===== src/sv/ckbm_pkg.sv =====
`timescale 1ns / 1ps
`default_nettype none
// ---------------------------------------------------------------------------
// ckbm_pkg
// Shared types and fixed widths of the border-mean chroma key block.
// ---------------------------------------------------------------------------
package ckbm_pkg;

   localparam int CHAN_W = 8;   // one color component
   localparam int POS_W  = 8;   // row or column index
   localparam int THR_W  = 13;  // distance threshold, 4 fractional bits

   // pass selector carried with each input transaction
   localparam logic KIND_CAL = 1'b0;
   localparam logic KIND_KEY = 1'b1;

   typedef struct packed {
      logic [CHAN_W-1:0] blue;
      logic [CHAN_W-1:0] green;
      logic [CHAN_W-1:0] red;
   } rgb_type;

   // handshake status of the queue as seen by its producer and consumer
   typedef struct packed {
      logic full;
      logic nonempty;
   } queue_status_type;

endpackage : ckbm_pkg
`default_nettype wire


===== src/sv/ckbm_front.sv =====
`timescale 1ns / 1ps
`default_nettype none
// ---------------------------------------------------------------------------
// ckbm_front
// Accept pixels: accumulate border sums in the calibration pass, and for
// keying pixels compute per-channel distances from the border mean.
// ---------------------------------------------------------------------------
module ckbm_front #(
   parameter int SIDE  = 256,
   parameter int SUM_W = 18
) (
   input  wire logic                             clock,
   input  wire logic                             reset,
   input  wire logic                             in_valid,
   output logic                                  in_ready,
   input  wire logic                             kind,
   input  wire logic [ckbm_pkg::POS_W-1:0]       row,
   input  wire logic [ckbm_pkg::POS_W-1:0]       col,
   input  wire ckbm_pkg::rgb_type                fg,
   input  wire ckbm_pkg::rgb_type                bg,
   input  wire ckbm_pkg::queue_status_type       q_status,
   output logic                                  q_push,
   output logic [3*SUM_W+6*ckbm_pkg::CHAN_W-1:0] q_entry
);

   localparam int                 NSAMP   = 4 * SIDE;
   localparam logic [SUM_W-1:0]   SUM_MAX = SUM_W'(NSAMP * 255);

   logic [SUM_W-1:0] sum_r_ff, sum_g_ff, sum_b_ff;
   logic [SUM_W-1:0] sum_r_in, sum_g_in, sum_b_in;
   logic             accept;
   logic             on_row, on_col, restart;
   logic [SUM_W-1:0] d_r, d_g, d_b;

   // saturating add of v once per border line the pixel lies on
   function automatic logic [SUM_W-1:0] sat_add(
      input logic [SUM_W-1:0]           acc,
      input logic [ckbm_pkg::CHAN_W-1:0] v,
      input logic                       hit_row,
      input logic                       hit_col
   );
      logic [SUM_W:0] total;
      total = {1'b0, acc}
            + (hit_row ? (SUM_W+1)'(v) : '0)
            + (hit_col ? (SUM_W+1)'(v) : '0);
      if (total > {1'b0, SUM_MAX}) begin
         return SUM_MAX;
      end
      return total[SUM_W-1:0];
   endfunction

   // |NSAMP*v - sum|, never larger than SUM_MAX
   function automatic logic [SUM_W-1:0] abs_diff(
      input logic [ckbm_pkg::CHAN_W-1:0] v,
      input logic [SUM_W-1:0]           sum
   );
      logic [SUM_W:0] prod;
      logic [SUM_W:0] diff;
      logic [SUM_W:0] neg;
      prod = (SUM_W+1)'(NSAMP) * (SUM_W+1)'(v);
      diff = prod - {1'b0, sum};
      neg  = -diff;
      return diff[SUM_W] ? neg[SUM_W-1:0] : diff[SUM_W-1:0];
   endfunction

   assign in_ready = !q_status.full;
   assign accept   = in_valid && in_ready;

   assign on_row  = (row == '0) || (32'(row) == 32'(SIDE - 1));
   assign on_col  = (col == '0) || (32'(col) == 32'(SIDE - 1));
   assign restart = (row == '0) && (col == '0);

   always_comb begin
      sum_r_in = sum_r_ff;
      sum_g_in = sum_g_ff;
      sum_b_in = sum_b_ff;
      if (accept && kind == ckbm_pkg::KIND_CAL) begin
         sum_r_in = sat_add(restart ? '0 : sum_r_ff, fg.red,   on_row, on_col);
         sum_g_in = sat_add(restart ? '0 : sum_g_ff, fg.green, on_row, on_col);
         sum_b_in = sat_add(restart ? '0 : sum_b_ff, fg.blue,  on_row, on_col);
      end
   end

   always_ff @(posedge clock) begin
      if (reset) begin
         sum_r_ff <= '0;
         sum_g_ff <= '0;
         sum_b_ff <= '0;
      end else begin
         sum_r_ff <= sum_r_in;
         sum_g_ff <= sum_g_in;
         sum_b_ff <= sum_b_in;
      end
   end

   // distances use the sums as they stand when the keying pixel arrives
   assign d_r = abs_diff(fg.red,   sum_r_ff);
   assign d_g = abs_diff(fg.green, sum_g_ff);
   assign d_b = abs_diff(fg.blue,  sum_b_ff);

   assign q_push  = accept && kind == ckbm_pkg::KIND_KEY;
   assign q_entry = {bg, fg, d_b, d_g, d_r};

endmodule : ckbm_front
`default_nettype wire


===== src/sv/ckbm_queue.sv =====
`timescale 1ns / 1ps
`default_nettype none
// ---------------------------------------------------------------------------
// ckbm_queue
// Short first-in first-out queue between the front and the back.
// ---------------------------------------------------------------------------
module ckbm_queue #(
   parameter int WIDTH = 102,
   parameter int DEPTH = 2
) (
   input  wire logic                       clock,
   input  wire logic                       reset,
   input  wire logic                       push,
   input  wire logic [WIDTH-1:0]           wr_data,
   input  wire logic                       pop,
   output logic [WIDTH-1:0]                rd_data,
   output ckbm_pkg::queue_status_type      status
);

   localparam int PTR_W = (DEPTH > 1) ? $clog2(DEPTH) : 1;
   localparam int CNT_W = $clog2(DEPTH + 1);

   logic [WIDTH-1:0] mem_ff [DEPTH];
   logic [PTR_W-1:0] wr_ptr_ff, wr_ptr_in;
   logic [PTR_W-1:0] rd_ptr_ff, rd_ptr_in;
   logic [CNT_W-1:0] count_ff, count_in;

   function automatic logic [PTR_W-1:0] next_ptr(input logic [PTR_W-1:0] p);
      return (32'(p) == DEPTH - 1) ? '0 : p + PTR_W'(1);
   endfunction

   assign status.full     = (32'(count_ff) == DEPTH);
   assign status.nonempty = (count_ff != '0);
   assign rd_data         = mem_ff[rd_ptr_ff];

   always_comb begin
      wr_ptr_in = push ? next_ptr(wr_ptr_ff) : wr_ptr_ff;
      rd_ptr_in = pop  ? next_ptr(rd_ptr_ff) : rd_ptr_ff;
      count_in  = count_ff;
      if (push && !pop) begin
         count_in = count_ff + CNT_W'(1);
      end else if (pop && !push) begin
         count_in = count_ff - CNT_W'(1);
      end
   end

   always_ff @(posedge clock) begin
      if (push) begin
         mem_ff[wr_ptr_ff] <= wr_data;
      end
   end

   always_ff @(posedge clock) begin
      if (reset) begin
         wr_ptr_ff <= '0;
         rd_ptr_ff <= '0;
         count_ff  <= '0;
      end else begin
         wr_ptr_ff <= wr_ptr_in;
         rd_ptr_ff <= rd_ptr_in;
         count_ff  <= count_in;
      end
   end

endmodule : ckbm_queue
`default_nettype wire


===== src/sv/ckbm_back.sv =====
`timescale 1ns / 1ps
`default_nettype none
// ---------------------------------------------------------------------------
// ckbm_back
// Square the channel distances, compare against the squared threshold and
// select foreground or background into the output register.
// ---------------------------------------------------------------------------
module ckbm_back #(
   parameter int SIDE  = 256,
   parameter int SUM_W = 18
) (
   input  wire logic                             clock,
   input  wire logic                             reset,
   input  wire logic                             csr_wr_en,
   input  wire logic [ckbm_pkg::THR_W-1:0]       csr_wr_data,
   input  wire ckbm_pkg::queue_status_type       q_status,
   input  wire logic [3*SUM_W+6*ckbm_pkg::CHAN_W-1:0] q_entry,
   output logic                                  q_pop,
   output logic                                  out_valid,
   input  wire logic                             out_ready,
   output ckbm_pkg::rgb_type                     out_pixel,
   output logic                                  out_is_fg
);

   localparam int NSAMP = 4 * SIDE;
   localparam int LIM_W = ckbm_pkg::THR_W + $clog2(NSAMP + 1);
   localparam int SQ_W  = 2 * SUM_W;
   localparam int CMP_W = (SQ_W + 10 > 2 * LIM_W) ? SQ_W + 10 : 2 * LIM_W;

   ckbm_pkg::rgb_type          fg, bg;
   logic [SUM_W-1:0]           d_r, d_g, d_b;

   logic [ckbm_pkg::THR_W-1:0] thr_ff;
   logic [LIM_W-1:0]           lim_ff;
   logic [2*LIM_W-1:0]         limsq_ff;

   logic                       s1_valid_ff, s1_valid_in;
   logic [SQ_W-1:0]            sq_r_ff, sq_g_ff, sq_b_ff;
   ckbm_pkg::rgb_type          s1_fg_ff, s1_bg_ff;
   logic                       s1_ready;

   logic                       out_valid_ff, out_valid_in;
   ckbm_pkg::rgb_type          out_pixel_ff;
   logic                       out_is_fg_ff;
   logic                       s2_ready;
   logic [CMP_W-1:0]           sq_dist;
   logic                       keyed;

   assign {bg, fg, d_b, d_g, d_r} = q_entry;

   // threshold and its scaled square, rebuilt after every write
   always_ff @(posedge clock) begin
      if (reset) begin
         thr_ff   <= '0;
         lim_ff   <= '0;
         limsq_ff <= '0;
      end else begin
         if (csr_wr_en) begin
            thr_ff <= csr_wr_data;
         end
         lim_ff   <= LIM_W'(thr_ff) * LIM_W'(NSAMP);
         limsq_ff <= (2*LIM_W)'(lim_ff) * (2*LIM_W)'(lim_ff);
      end
   end

   assign s2_ready    = !out_valid_ff || out_ready;
   assign s1_ready    = !s1_valid_ff || s2_ready;
   assign q_pop       = q_status.nonempty && s1_ready;
   assign s1_valid_in = s1_ready ? q_status.nonempty : s1_valid_ff;

   // square stage
   always_ff @(posedge clock) begin
      if (q_pop) begin
         sq_r_ff  <= SQ_W'(d_r) * SQ_W'(d_r);
         sq_g_ff  <= SQ_W'(d_g) * SQ_W'(d_g);
         sq_b_ff  <= SQ_W'(d_b) * SQ_W'(d_b);
         s1_fg_ff <= fg;
         s1_bg_ff <= bg;
      end
   end

   // keyed when 256 * sum of squares < (T * NSAMP)^2
   assign sq_dist = (CMP_W'(sq_r_ff) + CMP_W'(sq_g_ff) + CMP_W'(sq_b_ff)) << 8;
   assign keyed   = sq_dist < CMP_W'(limsq_ff);

   assign out_valid_in = s2_ready ? s1_valid_ff : out_valid_ff;

   always_ff @(posedge clock) begin
      if (s2_ready && s1_valid_ff) begin
         out_pixel_ff <= keyed ? s1_bg_ff : s1_fg_ff;
         out_is_fg_ff <= !keyed;
      end
   end

   always_ff @(posedge clock) begin
      if (reset) begin
         s1_valid_ff  <= 1'b0;
         out_valid_ff <= 1'b0;
      end else begin
         s1_valid_ff  <= s1_valid_in;
         out_valid_ff <= out_valid_in;
      end
   end

   assign out_valid = out_valid_ff;
   assign out_pixel = out_pixel_ff;
   assign out_is_fg = out_is_fg_ff;

endmodule : ckbm_back
`default_nettype wire


===== src/sv/chroma_key_border_mean_composite.sv =====
`timescale 1ns / 1ps
`default_nettype none
// ---------------------------------------------------------------------------
// chroma_key_border_mean_composite
// Chroma key against the mean color of the frame border.
// ---------------------------------------------------------------------------
// A square SIDE x SIDE frame streams in twice in raster order. Calibration
// transactions (tuser 0) add each border pixel's color into three
// saturating sums (corners count twice, sums restart at row 0, column 0)
// and produce no output. Keying transactions (tuser 1) each produce one
// output transaction: the background pixel when the pixel's RGB distance
// from the border mean is below csr_wr_data / 16, otherwise the foreground
// pixel, with tuser flagging which was kept. The block takes one pixel per
// clock while the queue is not full; a keying result passes through the
// two-entry queue, the squaring stage and the compare/output register.
// Threshold writes take effect for pixels accepted on the next cycle or
// later.
// ---------------------------------------------------------------------------
module chroma_key_border_mean_composite #(
   parameter int SIDE = 256
) (
   input  wire logic        clock,
   input  wire logic        reset,
   // request stream
   input  wire logic        req_tvalid,
   output logic             req_tready,
   // [7:0] row, [15:8] col, [23:16] fg_red, [31:24] fg_green,
   // [39:32] fg_blue, [47:40] bg_red, [55:48] bg_green, [63:56] bg_blue
   input  wire logic [63:0] req_tdata,
   // [0] kind
   input  wire logic [0:0]  req_tuser,
   // response stream
   output logic             rsp_tvalid,
   input  wire logic        rsp_tready,
   // [7:0] out_red, [15:8] out_green, [23:16] out_blue
   output logic [23:0]      rsp_tdata,
   // [0] is_foreground
   output logic [0:0]       rsp_tuser,
   // threshold register
   input  wire logic        csr_wr_en,
   input  wire logic [ckbm_pkg::THR_W-1:0] csr_wr_data
);

   // border sums must hold 4 * SIDE * 255
   localparam int SUM_W   = $clog2(4 * SIDE * 255 + 1);
   localparam int ENTRY_W = 3 * SUM_W + 6 * ckbm_pkg::CHAN_W;

   ckbm_pkg::rgb_type          fg, bg, out_pixel;
   ckbm_pkg::queue_status_type q_status;
   logic                       q_push, q_pop;
   logic [ENTRY_W-1:0]         q_wr_entry, q_rd_entry;
   logic                       out_is_fg;

   // unpack the request transaction
   assign fg.red   = req_tdata[23:16];
   assign fg.green = req_tdata[31:24];
   assign fg.blue  = req_tdata[39:32];
   assign bg.red   = req_tdata[47:40];
   assign bg.green = req_tdata[55:48];
   assign bg.blue  = req_tdata[63:56];

   // front: accept, accumulate border sums, compute channel distances
   ckbm_front #(
      .SIDE  (SIDE),
      .SUM_W (SUM_W)
   ) u_front (
      .clock    (clock),
      .reset    (reset),
      .in_valid (req_tvalid),
      .in_ready (req_tready),
      .kind     (req_tuser[0]),
      .row      (req_tdata[7:0]),
      .col      (req_tdata[15:8]),
      .fg       (fg),
      .bg       (bg),
      .q_status (q_status),
      .q_push   (q_push),
      .q_entry  (q_wr_entry)
   );

   // decouple front and back so each side can stall on its own
   ckbm_queue #(
      .WIDTH (ENTRY_W),
      .DEPTH (2)
   ) u_queue (
      .clock   (clock),
      .reset   (reset),
      .push    (q_push),
      .wr_data (q_wr_entry),
      .pop     (q_pop),
      .rd_data (q_rd_entry),
      .status  (q_status)
   );

   // back: square, compare, select and hold the response
   ckbm_back #(
      .SIDE  (SIDE),
      .SUM_W (SUM_W)
   ) u_back (
      .clock       (clock),
      .reset       (reset),
      .csr_wr_en   (csr_wr_en),
      .csr_wr_data (csr_wr_data),
      .q_status    (q_status),
      .q_entry     (q_rd_entry),
      .q_pop       (q_pop),
      .out_valid   (rsp_tvalid),
      .out_ready   (rsp_tready),
      .out_pixel   (out_pixel),
      .out_is_fg   (out_is_fg)
   );

   // pack the response transaction
   assign rsp_tdata = {out_pixel.blue, out_pixel.green, out_pixel.red};
   assign rsp_tuser = out_is_fg;

endmodule : chroma_key_border_mean_composite
`default_nettype wire

===== config.mk =====
export PLATFORM = sky130hd
export DESIGN_NAME = chroma_key_border_mean_composite
export DESIGN_NICKNAME = d
export VERILOG_FILES = /design/src/sv/ckbm_pkg.sv /design/src/sv/ckbm_front.sv /design/src/sv/ckbm_queue.sv /design/src/sv/ckbm_back.sv /design/src/sv/chroma_key_border_mean_composite.sv
export SDC_FILE = /design/constraint.sdc
export NUM_CORES = 2
export LEC_CHECK = 0
export BUFFER_PORTS_ARGS = -buffer_cell sky130_fd_sc_hd__clkbuf_2
export CORE_ASPECT_RATIO = 2
export CORE_MARGIN = 2
export CORE_UTILIZATION = 45
export DETAILED_ROUTE_END_ITERATION = 10
export HOLD_SLACK_MARGIN = 0.15
export MAX_ROUTING_LAYER = met4
export PLACE_DENSITY = 0.57
export SLEW_MARGIN = 10
export SYNTH_ARGS = -nofsm -noshare
export SYNTH_HDL_FRONTEND = slang
export SYNTH_SLANG_ARGS = --single-unit

===== constraint.sdc =====
create_clock -name clock -period 18.4 [get_ports clock]
set_input_delay 3.68 -clock clock [delete_from_list [all_inputs] [get_ports clock]]
set_output_delay 3.68 -clock clock [all_outputs]
set_load 0.02 [all_outputs]

Word-level counts from Yosys, hierarchy flattened
Memory sizes are Yosys's and may differ from the RTL's. A register that Yosys moved wholly into a read port is not among the register bits. Cells that the tools add are included.

Input bits: 83. Word-level logic and storage cells: 111. Output and inout bits: 27. Memory bits (read-only): 0. Memory bits (writable): 204. Bits in registers: 326. Memories kept: 1. Latch bits: 0.

$lt $le $gt $ge: 4. Multiply operators: 4. $add $sub $neg: 18. Bitwise logic cells: 1. Reduce and logical (&&, ||, !) cells: 22. Div/mod/pow operators: 0. Equal/unequal tests: 3. Shifts and indexed selects: 0. Mux-type cells: 33.

Memories: u_queue.mem_ff (depth 2, width 102, read ports 1, clocked after memory_dff 1, write ports 1, RTL line ckbm_queue.sv:23) `logic [WIDTH-1:0] mem_ff [DEPTH];`.

Operators with widths (number): 2-to-1 mux 18 bit (12); multiplier 18 x 18 -> 36 bit (3); adder 18 x 19 -> 19 bit (3); adder 19 bit (3); > comparator 19 x 18 -> 1 bit (second input constant) (3); subtractor 18 x 18 -> 19 bit (3); negation 18 bit (3); less-than comparator 48 bit (1); multiplier 24 x 24 -> 48 bit (1); 2-to-1 mux 8 bit (6); adder 40 x 36 -> 40 bit (1); adder 36 x 36 -> 37 bit (1); 2-to-1 mux 24 bit (1); == test 8 bit (second input constant) (2); zero test 8 bit (2); 2-to-1 mux 1 bit (12); logical AND 1 bit (8); zero test 1 bit (6); logical OR 1 bit (4); 2-to-1 mux 2 bit (2); nonzero test 2 bit (2); adder 1 bit (second input constant) (2); adder 2 x 1 -> 2 bit (second input constant) (1); == test 2 bit (second input constant) (1); 2 further kinds (2).

Logic depth before layout (Yosys ltp)
Word-level depth: 9. Depth in mapped cells: 33. Mapped depth without buffers: 31.

Cells and area by module
Synthesis repeated with hierarchy kept, for this count alone.

Cell total of the unflattened synthesis: 5853. Area, all modules: 59175.5 um2.

Modules (own cells, without submodules): ckbm_back (instances 1, seq. area each 6446.2 um2, area each 42864.9 um2, cells an instance 4351); ckbm_front (instances 1, seq. area each 1081.0 um2, area each 8419.3 um2, cells an instance 1163); ckbm_queue (instances 1, seq. area each 6226.0 um2, area each 7891.3 um2, cells an instance 339).

Least setup slack after synthesis
Ideal clock, no wire load.

Kind: input to register. Start point: input port req_tuser. End point: memory u_queue.mem_ff[0][0] (enable). Setup time: 0.564 ns. Cell stages on the path: 2. Setup slack: 9.745 ns. Data arrival time: 8.091 ns. Path buffers: 0. Required time: 17.836 ns. Cell sequence: nand3_1 > nor2_1.

Longest elaborated chain between the ends: 3.

RTL lines: from (decl) (RTL line chroma_key_border_mean_composite.sv:31) `input wire logic [0:0] req_tuser,`; logical AND 1 bit (RTL line ckbm_front.sv:101) `assign q_push = accept && kind == ckbm_pkg::KIND_KEY;`; 2-to-1 mux 1 bit (RTL line ckbm_queue.sv:48) `if (push) begin`; 2-to-1 mux 1 bit (not written as such) (RTL line ckbm_queue.sv:49) `mem_ff[wr_ptr_ff] <= wr_data;`; to (decl) (RTL line ckbm_queue.sv:23).

No other way between the ends.

==> results by group <==
Place
  • Post-DP HPWL: 123,000 um
  • PortBufs: 109
  • Gp weighted congestion: 0.958

Timing
  • Worst-Margin Slew: 1.15 ns
  • RSZ-0062 raised after global routing: false
  • Fin. max-slew vios: 0
  • Clk_skew: 0.0669 ns
  • Relative slew slack: 23.4%
  • Period utilisation layout: 50.3%
  • Post-route minimum period: 9.25 ns
  • # setup viols final: 0
  • Max Freq: 108 MHz
  • Setup TNS: 0 ns
  • Final Hold Viols: 0

Logic synthesis
  • Most used DFF post-synth: edfxtp_1
  • EDFF count, synth: 382
  • Synth Cell Area: 57,300 um2
  • Mapped Cells: 5,830
  • Mean Syn Cell Area: 9.84 um2
  • Syn nets: 7,293
  • Register bit count reported by yosys: 496
  • Yosys synthesis warning count: 0
  • Post-synthesis sequential area ratio: 24.0%
  • Unique masters post-synth: 91
  • Async SR Flop Fraction: 0%

Clock network
  • Cts hold-fix bufs: 0
  • PostCTS Resize Cnt: 0
  • Clock Sinks: 496
  • CTS Buf Count: 48
  • CTS H-tree lvls: 2
  • Clock Tree Buf Depth: 3
  • CTS tree: built
  • Root Driver: clkbuf_16
  • Setup Buffers After CTS: 0
  • Clk slew on worst S/H paths: 0.07 ns
  • Clk_lat worst skew: 0.69 ns

Global route
  • Grt total ovfl: 0
  • Gr usage total: 23.6%
  • Largest net degree at the start of global routing: 85
  • Vias in the first global route: 43,800
  • Global-route wire length before repair: 232,000 um
  • Initial antenna violation count: 1

Finish
  • Area Growth Syn to Fin: 7.38%
  • Share of post-route cells with drive strength above 1: 6.55%
  • Commonest non-fill, non-tap cell in the layout: inv_1
  • Fill count: 12,100
  • Total Nets Final: 7,365
  • Commonest non-fill, non-tap cells in the layout: inv_1 (1,237), fa_1 (781), ha_1 (599)

Detailed routing
  • DRT Wirelength: 148,000 um
  • Final ANT Viol Nets: 0
  • Remaining DRCs: 0
  • Vias/cell: 5.27
  • Pre-antenna DRT Iters: 5
  • Vias after detailed routing: 40,200
  • Routed wire per std cell: 19.4 um
  • Iteration-0 DRC Markers: 1,788

Worst hold path
  • Worst Hold Class: reg -> reg
  • Min-Delay Startpoint: u_back.thr_ff[12]
  • Hold path depth: 1

Setup path
  • CP arrival: 9.63 ns
  • Critical path class: reg -> reg
  • Crit-path max FO: 31
  • Crit path launch type: register
  • CP Capture Type: register
  • Required time of the critical path: 18.77 ns
  • R2R depth: 23

Floorplanning
  • Die Area: 130,000 um2
  • Initial Utilization: 45.2%
  • Num ports: 110
  • Core area: 127,000 um2
  • Placement row count: 185
  • Die width: 256 um
  • Die Span Y: 509 um

Job
  • MaxCap Viol Count: 0

Outcome
  • Status: finished, final reports clean
## cells by family after synthesis
family                     share of synthesized area (%)
muxes                                               2.92
and+or+nand+nor                                     10.8
adders and majority gates                           40.3
DFF                                                 24.0
buffers and inverters                               9.20
xor gates and xnor gates                            4.46
AOI/OAI and AO/OA                                   8.28
## through the flow
step           std cells  utilization, %  hold slack [ns]  setup slack [ns]  cell area (um2)
2_1_floorplan       5830               -            0.424              9.74            57300
3_3_place_gp        7535            47.2            0.447              9.25            59900
3_5_place_dp        7535            47.2            0.457              9.16            59900
4_1_cts             7625            48.5            0.468              9.15            61600
5_1_grt             7626            48.5            0.486              8.51            61600
6_report            7626            48.5            0.465              9.15            61600
## routing by layer
layer	track usage [%]	up-vias	wire length (um)
met5	-	-	0
met4	13.5	0	9860
met3	1.91	335	4000
met2	46.7	760	84600
met1	21.9	20200	49300
li1	-	18900	-
## flip-flops by register name (all words and copies together) (netlist names), 18 cells and up, named ones only
| name | cells |
|---|---|
| u_queue.mem_ff | 204 |
| u_back.sq_g_ff | 35 |
| u_back.sq_r_ff | 35 |
| u_front.sum_b_ff | 18 |
| u_back.sq_b_ff | 35 |
| u_back.out_pixel | 24 |
| u_front.sum_r_ff | 18 |
| u_front.sum_g_ff | 18 |
| u_back.s1_bg_ff | 24 |
| u_back.s1_fg_ff | 24 |
| u_back.limsq_ff | 27 |
## critical path, stage by stage, from the launching register on
cell and delay (ns):
dfxtp_4 0.57, buf_4 0.50, buf_4 0.47, mux2i_1 0.86
clkinv_1 0.78, nand2_1 0.30, fa_1 0.47, fa_1 0.57
fa_1 0.44, fa_1 0.51, fa_1 0.49, inv_1 0.05
fa_1 0.43, ha_1 0.38, nand4_1 0.18, o21ai_0 0.11
a31oi_1 0.15, o31ai_1 0.17, o311ai_1 0.43, nand3_1 0.23
nor3_1 0.29, o31ai_1 0.16, o31ai_1 0.26, xnor2_1 0.10
## cell type report
class	count	area [um2]	area share, %
Multi-Input combinational cell	3936	38300	62.3
Sequential cell	496	13800	22.3
Inverter	1258	4730	7.68
Tap cell	1683	2110	3.42
Clock buffer	60	1300	2.11
Timing Repair Buffer	162	946	1.54
Clock inverter	30	394	0.640
Antenna cell	1	2.50	0.00406
## path summary, 6_finish.rpt
check	endpoint	slack, ns
setup / recovery	u_back.sq_g_ff[35]	9.15
hold / removal	u_back.lim_ff[22]	0.47
setup reg to reg	u_back.sq_g_ff[35]	9.15
hold reg to reg	u_back.lim_ff[22]	0.47
## cell usage after synthesis, types with 11 or more instances
library cell	instances	share of area, %
nand2b_1	29	0.32
nor4_1	25	0.27
xnor2_1	215	3.3
and3_1	29	0.32
o21ai_0	123	1.1
nand3_1	70	0.61
a21o_1	93	1.2
mux2_2	104	2.0
o31ai_1	25	0.33
inv_1	1235	8.1
fa_1	781	27
and2_1	67	0.73
nor2b_1	48	0.52
or3_1	22	0.24
nand2_1	467	3.1
a21oi_1	213	1.9
nand3b_1	11	0.14
buf_1	13	0.085
nor3_1	59	0.51
xor2_1	77	1.2
ha_1	599	13
o211ai_1	13	0.17
o21bai_1	20	0.26
or2_2	16	0.17
a31oi_1	36	0.39
o21a_1	41	0.54
clkinv_1	22	0.14
mux2i_1	50	0.87
a221oi_1	12	0.18
clkbuf_1	120	0.79
nand4_1	31	0.34
a211oi_1	28	0.37
o21ai_1	19	0.17
nor2_1	466	3.1
dfxtp_1	114	4.0
edfxtp_1	382	20
Power is left out: the tool's default activity adds up to more than one toggle a clock period on the data nets, which glitch-free logic cannot reach.
